--- src/ldwc_pkg.sv ---
package ldwc_pkg;

    // Default map depth and the hard cap on the half window
    localparam int MAX_MARKERS_DEF = 65536;
    localparam int MAX_HALF_WINDOW = 1024;

    // Field widths
    localparam int MARKER_W    = 16;
    localparam int P_W         = 32;
    localparam int OFFSET_W    = 12;
    localparam int CORR_W      = 16;
    localparam int STATUS_W    = 2;
    localparam int HW_W        = 11;
    localparam int R2_W        = 31;
    localparam int TOTAL_W     = 17;
    localparam int K_W         = 19;
    localparam int CFG_INDEX_W = 2;
    localparam int CFG_DATA_W  = 32;
    localparam int S_TDATA_W   = 80;
    localparam int M_TDATA_W   = 24;

    // Item kinds carried on tuser
    localparam logic OP_CORR  = 1'b0;
    localparam logic OP_CLEAR = 1'b1;

    // Result status codes
    localparam logic [STATUS_W-1:0] STATUS_NEW        = 2'd0;
    localparam logic [STATUS_W-1:0] STATUS_SUPPRESSED = 2'd1;
    localparam logic [STATUS_W-1:0] STATUS_ALREADY    = 2'd2;
    localparam logic [STATUS_W-1:0] STATUS_P_HIGH     = 2'd3;

    // Configuration register indexes
    localparam logic [CFG_INDEX_W-1:0] CFG_HALF_WINDOW  = 2'd0;
    localparam logic [CFG_INDEX_W-1:0] CFG_P_LIMIT      = 2'd1;
    localparam logic [CFG_INDEX_W-1:0] CFG_R2_LIMIT     = 2'd2;
    localparam logic [CFG_INDEX_W-1:0] CFG_MARKER_TOTAL = 2'd3;

    // Configuration reset values
    localparam logic [HW_W-1:0]    HALF_WINDOW_RST  = 11'd100;
    localparam logic [P_W-1:0]     P_LIMIT_RST      = 32'h3D4C_CCCD;
    localparam logic [R2_W-1:0]    R2_LIMIT_RST     = 31'd107374182;
    localparam logic [TOTAL_W-1:0] MARKER_TOTAL_RST = 17'd65536;

    // One row element after the front stage
    typedef struct packed {
        logic                start;
        logic [MARKER_W-1:0] marker;
        logic                in_range;
        logic                p_ok;
        logic                k_ok;
        logic [R2_W-1:0]     sq;
        logic                last;
    } row_item_t;

endpackage

--- src/ldwc_decide.sv ---
module ldwc_decide #(
    parameter int MAX_MARKERS = ldwc_pkg::MAX_MARKERS_DEF
) (
    input  logic                           clk,
    input  logic                           rst_n,
    input  logic                           b_valid,
    input  ldwc_pkg::row_item_t            item,
    input  logic [$clog2(MAX_MARKERS)-1:0] k_addr,
    input  logic                           sup_rd,
    input  logic                           sel_rd,
    input  logic [ldwc_pkg::R2_W-1:0]      r2_limit,
    input  logic                           data_accept,
    input  logic                           clear_accept,
    input  logic [$clog2(MAX_MARKERS)-1:0] rd_addr,
    output logic                           b_fire,
    output logic                           sup_we,
    output logic [$clog2(MAX_MARKERS)-1:0] sup_waddr,
    output logic                           sel_we,
    output logic [$clog2(MAX_MARKERS)-1:0] sel_waddr,
    input  logic                           m_tready,
    output logic                           m_tvalid,
    output logic [ldwc_pkg::M_TDATA_W-1:0] m_tdata
);

    import ldwc_pkg::*;

    localparam int AW = $clog2(MAX_MARKERS);

    logic                row_taken_reg, row_taken_next;
    logic [STATUS_W-1:0] row_status_reg, row_status_next;
    logic                fwd_sup_reg, fwd_sup_next;
    logic                fwd_sel_reg, fwd_sel_next;
    logic                out_valid_reg, out_valid_next;
    logic [MARKER_W-1:0] out_marker_reg;
    logic [STATUS_W-1:0] out_status_reg;

    logic                sup_bit, sel_bit;
    logic [STATUS_W-1:0] start_status, status_now;
    logic                taken_now;
    logic [AW+MARKER_W-1:0] m_wide;

    assign sup_bit = sup_rd | fwd_sup_reg;
    assign sel_bit = sel_rd | fwd_sel_reg;

    always_comb
    begin
        priority if (!item.in_range)
        begin
            start_status = STATUS_P_HIGH;
        end
        else if (sup_bit)
        begin
            start_status = STATUS_SUPPRESSED;
        end
        else if (sel_bit)
        begin
            start_status = STATUS_ALREADY;
        end
        else if (!item.p_ok)
        begin
            start_status = STATUS_P_HIGH;
        end
        else
        begin
            start_status = STATUS_NEW;
        end
    end

    assign status_now = item.start ? start_status : row_status_reg;
    assign taken_now  = item.start ? (start_status == STATUS_NEW) : row_taken_reg;

    // A row end waits for room in the output register
    assign b_fire = b_valid && (!item.last || !out_valid_reg || m_tready);

    assign m_wide    = {{AW{1'b0}}, item.marker};
    assign sel_we    = b_fire && item.start && (start_status == STATUS_NEW);
    assign sel_waddr = m_wide[AW-1:0];
    assign sup_we    = b_fire && taken_now && item.k_ok && (item.sq >= r2_limit);
    assign sup_waddr = k_addr;

    always_comb
    begin
        row_taken_next  = row_taken_reg;
        row_status_next = row_status_reg;
        fwd_sup_next    = fwd_sup_reg;
        fwd_sel_next    = fwd_sel_reg;
        if (b_fire)
        begin
            row_taken_next  = item.last ? 1'b0 : taken_now;
            row_status_next = status_now;
        end
        if (clear_accept)
        begin
            row_taken_next = 1'b0;
        end
        // The map read of the entering item misses a write landing at the same edge
        if (data_accept)
        begin
            fwd_sup_next = sup_we && (sup_waddr == rd_addr);
            fwd_sel_next = sel_we && (sel_waddr == rd_addr);
        end
        out_valid_next = (b_fire && item.last) ? 1'b1 : (m_tready ? 1'b0 : out_valid_reg);
    end

    always_ff @(posedge clk or negedge rst_n)
    begin
        if (!rst_n)
        begin
            row_taken_reg  <= 1'b0;
            row_status_reg <= STATUS_NEW;
            fwd_sup_reg    <= 1'b0;
            fwd_sel_reg    <= 1'b0;
            out_valid_reg  <= 1'b0;
        end
        else
        begin
            row_taken_reg  <= row_taken_next;
            row_status_reg <= row_status_next;
            fwd_sup_reg    <= fwd_sup_next;
            fwd_sel_reg    <= fwd_sel_next;
            out_valid_reg  <= out_valid_next;
        end
    end

    always_ff @(posedge clk)
    begin
        if (b_fire && item.last)
        begin
            out_marker_reg <= item.marker;
            out_status_reg <= status_now;
        end
    end

    assign m_tvalid = out_valid_reg;
    assign m_tdata  = {{(M_TDATA_W-MARKER_W-STATUS_W){1'b0}}, out_status_reg, out_marker_reg};

endmodule

--- config.mk ---
export PLATFORM = sky130hd
export DESIGN_NAME = ldwc_decide
export DESIGN_NICKNAME = d
export VERILOG_FILES = /design/src/ldwc_pkg.sv /design/src/ldwc_decide.sv
export SDC_FILE = /design/constraint.sdc
export NUM_CORES = 1
export LEC_CHECK = 0
export BUFFER_PORTS_ARGS = -buffer_cell sky130_fd_sc_hd__clkbuf_2
export CAP_MARGIN = 20
export CORE_MARGIN = 3
export CORE_UTILIZATION = 35
export DETAILED_ROUTE_END_ITERATION = 8
export MAX_ROUTING_LAYER = met4
export PLACE_DENSITY = 0.72
export REMOVE_ABC_BUFFERS = 1
export SYNTH_ARGS = -nofsm -noshare
export SYNTH_HDL_FRONTEND = slang
export SYNTH_SLANG_ARGS = --single-unit
export TNS_END_PERCENT = 10
--- constraint.sdc ---
create_clock -name clk -period 2 [get_ports clk]
set_clock_uncertainty 0.05 [all_clocks]
set_input_delay 0.1 -clock clk [delete_from_list [all_inputs] [get_ports clk]]
set_output_delay 0.1 -clock clk [all_outputs]
set_load 0.05 [all_outputs]
==> metrics, run 1 <==
status=finished, final reports clean; FMAX=around 0.52 GHz; count of final setup violators=0; post-synth top area cell=edfxtp_1; DR vias/cell=4.53; # IOs=between 150 and 200; initial antenna violation count=0; Max Cap Viol=0; DRC viols=0; Core Area=~0.0061 mm²; Worst setup SP type=flip-flop; CP Capture Type=output pin; PwrDens=523 mW/mm²; most frequent cells in the layout=clkbuf_2, inv_1, ha_1; Yosys warnings=0; top cell type's share of synthesized area=23.6%; Initial Util=37.3%; final WL=6.55 mm; Pre-antenna DRT Iters=4; CTS root buffer=clkbuf_8; Setup WS post-layout=around 0.067 ns; Tmin final=1.93 ns; worst hold-check path type=primary input to flip-flop; Die H=86.9 µm; synthesized area=between 0.002 and 0.0025 mm²; critical path arrival=1.78 ns; routed len/inst=13.7 µm; Initial DRC Count=38; RSZ-0062 raised after global routing=true; # rows=28; Post-Route Hold Slack=0.00990 ns; R2R setup slack=0.26 ns; antenna-violating nets left=0; synth top area cells=edfxtp_1, ha_1, buf_4; Worst-path clk slew=0.09 ns; Num CTS Buffers=3; number of global-route vias before repair=2130; GP Congestion=0.905; chip width=between 80 and 90 µm; Tcrit/Tclk final=96.7%; die area=roughly 0.0075 mm²; detailed placement HPWL=5.90 mm; Finished Cell Area=0.00320 mm²; Vias=around 2200; worst vdd ir=383 µV; Distinct cells, synth=33; Final Max Slew Viols=0; Syn Area/Cell=9.30 µm²; CTS tree=built; post-placement cell area=0.00301 mm²; largest net degree at the start of global routing=19; layout cells sized above 1=47.8%; final antenna diode count=0; Lkg Pwr=1.76 nW; Total Nets Final=around 560; first-pass GRT wire length=9.51 mm; Overall Global Routing Usage=16.4%; max FFs per register=16; worst-case clock buffer depth=2; Hold Fails Final Rpt=0; Final Power=1.67 mW; # clock sinks=24; worst-path maximum fanout=2; Synth Register Bits=24; total gr overflow=0; htree depth=1; number of I/O port buffers=176; Data required, critical path=1.85 ns; CP Class=flip-flop to output pin; register area share after synthesis=approximately 30%; Area Growth Syn to Fin=39.7%; pre-CTS setup slack=0.159 ns; commonest non-fill, non-tap cell in the layout=clkbuf_2; clock insertion delay at the later pin of the skew report=0.26 ns; cells after synthesis=246
-- what timing repair did --
item | 4_1_cts | 5_1_grt
endpoints found under the hold margin | 7 | 3
endpoints found under the setup margin | 1 | 2
setup buffers | 3 | 1
resized for setup | 4 | 3
pin swaps | 3 | 5
hold buffers | 2 | 3
-- cell type report --
| class | count | area, µm² |
|---|---|---|
| clock inverters | 1 | 30.0 |
| multi-input cells | 153 | 1220 |
| inverters | 36 | 135 |
| clock buffers | 3 | 41.3 |
| repair buffers | 187 | 988 |
| flip-flops and latches | 24 | 691 |
| well taps | 75 | 93.8 |
| fillers | 602 | 2930 |
-- critical path, stage by stage (launching register included) --
cell and delay, ns:
dfrtp_1 0.40, nor3b_2 0.19, nand4_1 0.18, a211oi_2 0.26
nand2_1 0.14, o2bb2ai_4 0.19, buf_8 0.16
-- metal layers --
metal  GRT usage, %  up-vias  routed length (µm)
li1               -     1126                   -
met1           21.4      974                2800
met2           27.0       63                3390
met3           2.65        8                 284
met4           2.97        0                  78
met5              -        -                   0
-- through the flow --
stage               util (%)  TNS, ns  cells
floorplan                  -    -2.03    213
global placement        49.1        0    466
detailed placement      49.1        0    466
CTS                     51.3        0    475
global route            52.1  -0.0563    479
finish                  52.1        0    479
-- power breakdown --
part / total, mW / switching (mW) / internal [mW]
Clock: 0.421 / 0.153 / 0.267
Sequential: 0.576 / 0.00919 / 0.567
Combinational: 0.676 / 0.433 / 0.243
Total: 1.67 / 0.595 / 1.08
-- cells in the mapped netlist, drive strengths merged --
master   count
buf         38
inv         36
ha          31
xnor2       20
edfxtp      18
nand2       13
xor2        12
a21oi       11
nor2        10
nand4        7
o21ai        7
dfrtp        6
nand3        6
nor4         5
and4         4
a211oi       3
nand2b       3
a221oi       2
a211o        1
a21o         1
a22o         1
a22oi        1
a31oi        1
conb         1
mux2         1
nor3         1
nor3b        1
o22a         1
o22ai        1
o2bb2ai      1
o31ai        1
o41a         1
-- logic make-up after synthesis --
family	share of synthesized area (%)
adder cells (fa/ha/maj)	16.9
flip-flops	30.2
AND/OR/NAND/NOR	11.5
other	0.164
XOR/XNOR	12.2
buffers and inverters	18.4
AO/OA/AOI/OAI	10.1
multiplexers	0.492
-- path summary, 6_finish.rpt --
check                           depth (start not counted)                  to         startpoint
worst max-delay path                                    6              sup_we        fwd_sel_reg
worst min-delay path                                    1  out_marker_reg[14]           item[49]
worst max register to register                          7         fwd_sel_reg        fwd_sel_reg
worst min register to register                          2   row_status_reg[0]  row_status_reg[0]
max in group asynchronous                               2       row_taken_reg              rst_n
min in group asynchronous                               2   row_status_reg[1]              rst_n
Note: power is estimated with default switching activity, not from simulation.
==> run 2: changes to the inputs <==
--- a/config.mk
+++ b/config.mk
@@ -9,6 +9,7 @@
 export CAP_MARGIN = 20
 export CORE_MARGIN = 3
 export CORE_UTILIZATION = 35
+export CTS_BUF_LIST = sky130_fd_sc_hd__clkbuf_2
 export DETAILED_ROUTE_END_ITERATION = 8
 export MAX_ROUTING_LAYER = met4
 export PLACE_DENSITY = 0.72
==> run 2 against run 1 <==
  * The run now ends with setup timing left
  * Core utilization grew 2.1 points
  * Setup slack lost 0.078 ns
  * First-iteration DRC count shrank 32%
  * Sequential power is essentially flat
  * Clock-buffer cell count is the same
  * Global-route usage grew 1.2 points
  * Via count grew 3.5%
  * Register-to-register slack lost 0.07 ns
  * Critical endpoint unchanged
==> metrics, run 2 (synthesis results as in run 1) <==
Final Power=1.60 mW; GP Congestion=0.905; final WL=around 7 mm; R2R setup slack=0.19 ns; worst hold path cell count=2; met1 usage=21.8%; GR met3 Demand/Resource=2.93%; Total Nets Final=574; worst-case reg-to-reg path depth=4; R2R Path End=m_tvalid; Max Cap Viol=0; Data required, critical path=between 1.5 and 2 ns; count of final setup violators=1; Vias=roughly 2200; initial antenna violation count=0; busiest grt layer=met2; clock insertion delay at the later pin of the skew report=0.33 ns; Hold Path End=out_status_reg[1]; hold wc startpoint=item[34]; fin util=54.3%; detailed placement HPWL=5.90 mm; FMAX=approximately 0.50 GHz; Num CTS Buffers=3; Die H=approximately 87 µm; critical path arrival=1.86 ns; routed len/inst=13.9 µm; worst-case clock buffer depth=2; DR vias/cell=approximately 4.5; layout cells sized above 1=46.3%; CTS root buffer=clkbuf_2; Area Growth Syn to Fin=45.4%; Setup WS post-layout=-0.0114 ns; # clock sinks=24; worst vdd ir=317 µV; max FFs per register=16; commonest non-fill, non-tap cell in the layout=clkbuf_2; chip width=86.9 µm; Finished Cell Area=0.00333 mm²; most frequent cells in the layout=clkbuf_2, inv_1, ha_1; Core Area=0.00613 mm²; # rows=28; worst-path maximum fanout=2; Pre-antenna DRT Iters=4; CP Capture Type=output pin; Initial DRC Count=26; die area=0.00754 mm²; post-placement cell area=0.00301 mm²; Lkg Pwr=~1.8 nW; PwrDens=480 mW/mm²; largest net degree at the start of global routing=19; Worst setup SP type=flip-flop; worst hold-check path type=primary input to flip-flop; Initial Util=37.3%; status=finished with violations; R2R Path Start=m_tvalid; final antenna diode count=0; Overall Global Routing Usage=17.6%; Tmin final=2.01 ns; Hold Fails Final Rpt=0; first-pass GRT wire length=10.2 mm; DRC viols=0; # IOs=183; Tcrit/Tclk final=101%; violations in the final reports=setup timing; Post-Route Hold Slack=0.0429 ns; antenna-violating nets left=0; Final Max Slew Viols=0; htree depth=1; met2 Use GR=29.5%; number of I/O port buffers=176; Worst-path clk slew=0.22 ns; CTS tree=built; total gr overflow=0; RSZ-0062 raised after global routing=true; CP Class=flip-flop to output pin; number of global-route vias before repair=2300
==> run 2: changes by cell type in the layout (fill, tap and decap cells not counted), sizes merged <==
| cell | change |
|---|---|
| dlygate4sd3 | +15 |
==> run 2: where the power goes <==
part	switching, mW	internal, mW	leakage, nW
sequential	0.00928	0.567	0.244
combinational	0.440	0.263	1.55
clock	0.144	0.172	0.0266
==> run 2: worst max-delay path, stage by stage (launching register included) <==
cell	delay [ns]
dfrtp_1	0.45
nor3b_2	0.18
nand4_1	0.18
a211oi_2	0.26
nand2_1	0.13
o2bb2ai_4	0.16
buf_8	0.16
==> run 2: worst max path at each step <==
stage | end | slack, ns | depth (start not counted) | startpoint
after floorplan | fwd_sup_reg | -0.24 | 6 | m_tvalid
after global placement | sup_we | 0.18 | 9 | item[1]
after detailed placement | sup_we | 0.16 | 9 | item[1]
after CTS | sup_we | -0.11 | 6 | fwd_sel_reg
after global routing | sup_we | -0.17 | 6 | fwd_sel_reg
final | sup_we | -0.01 | 6 | fwd_sel_reg
==> run 2: timing repair <==
item                                   4_1_cts  5_1_grt
buffers inserted                             4        0
setup endpoints to repair                    2        2
endpoints found under the hold margin       24        0
resized for setup                            6        3
pin swaps                                    4        3
hold buffers                                20        0
==> run 2: stage by stage <==
step	setup TNS (ns)	setup slack [ns]	cells
6_report	-0.0114	-0.0114	494
5_1_grt	-0.166	-0.166	494
4_1_cts	-0.106	-0.106	494
3_5_place_dp	0	0.159	466
3_3_place_gp	0	0.183	466
2_1_floorplan	-2.03	-0.240	213
==> run 2: per-layer routing <==
layer	routed length, µm	share of wire [%]
met1	2790	41
met4	193	2.8
met3	331	4.8
met5	0	0
met2	3540	52
==> run 2: area by class of cell <==
class / count / area (µm²)
Timing Repair Buffer: 202 / 1140
Multi-Input combinational cell: 153 / 1220
Sequential cell: 24 / 691
Clock buffer: 3 / 15.0
Fill cell: 593 / 2800
Inverter: 36 / 135
Clock inverter: 1 / 30.0
Tap cell: 75 / 93.8
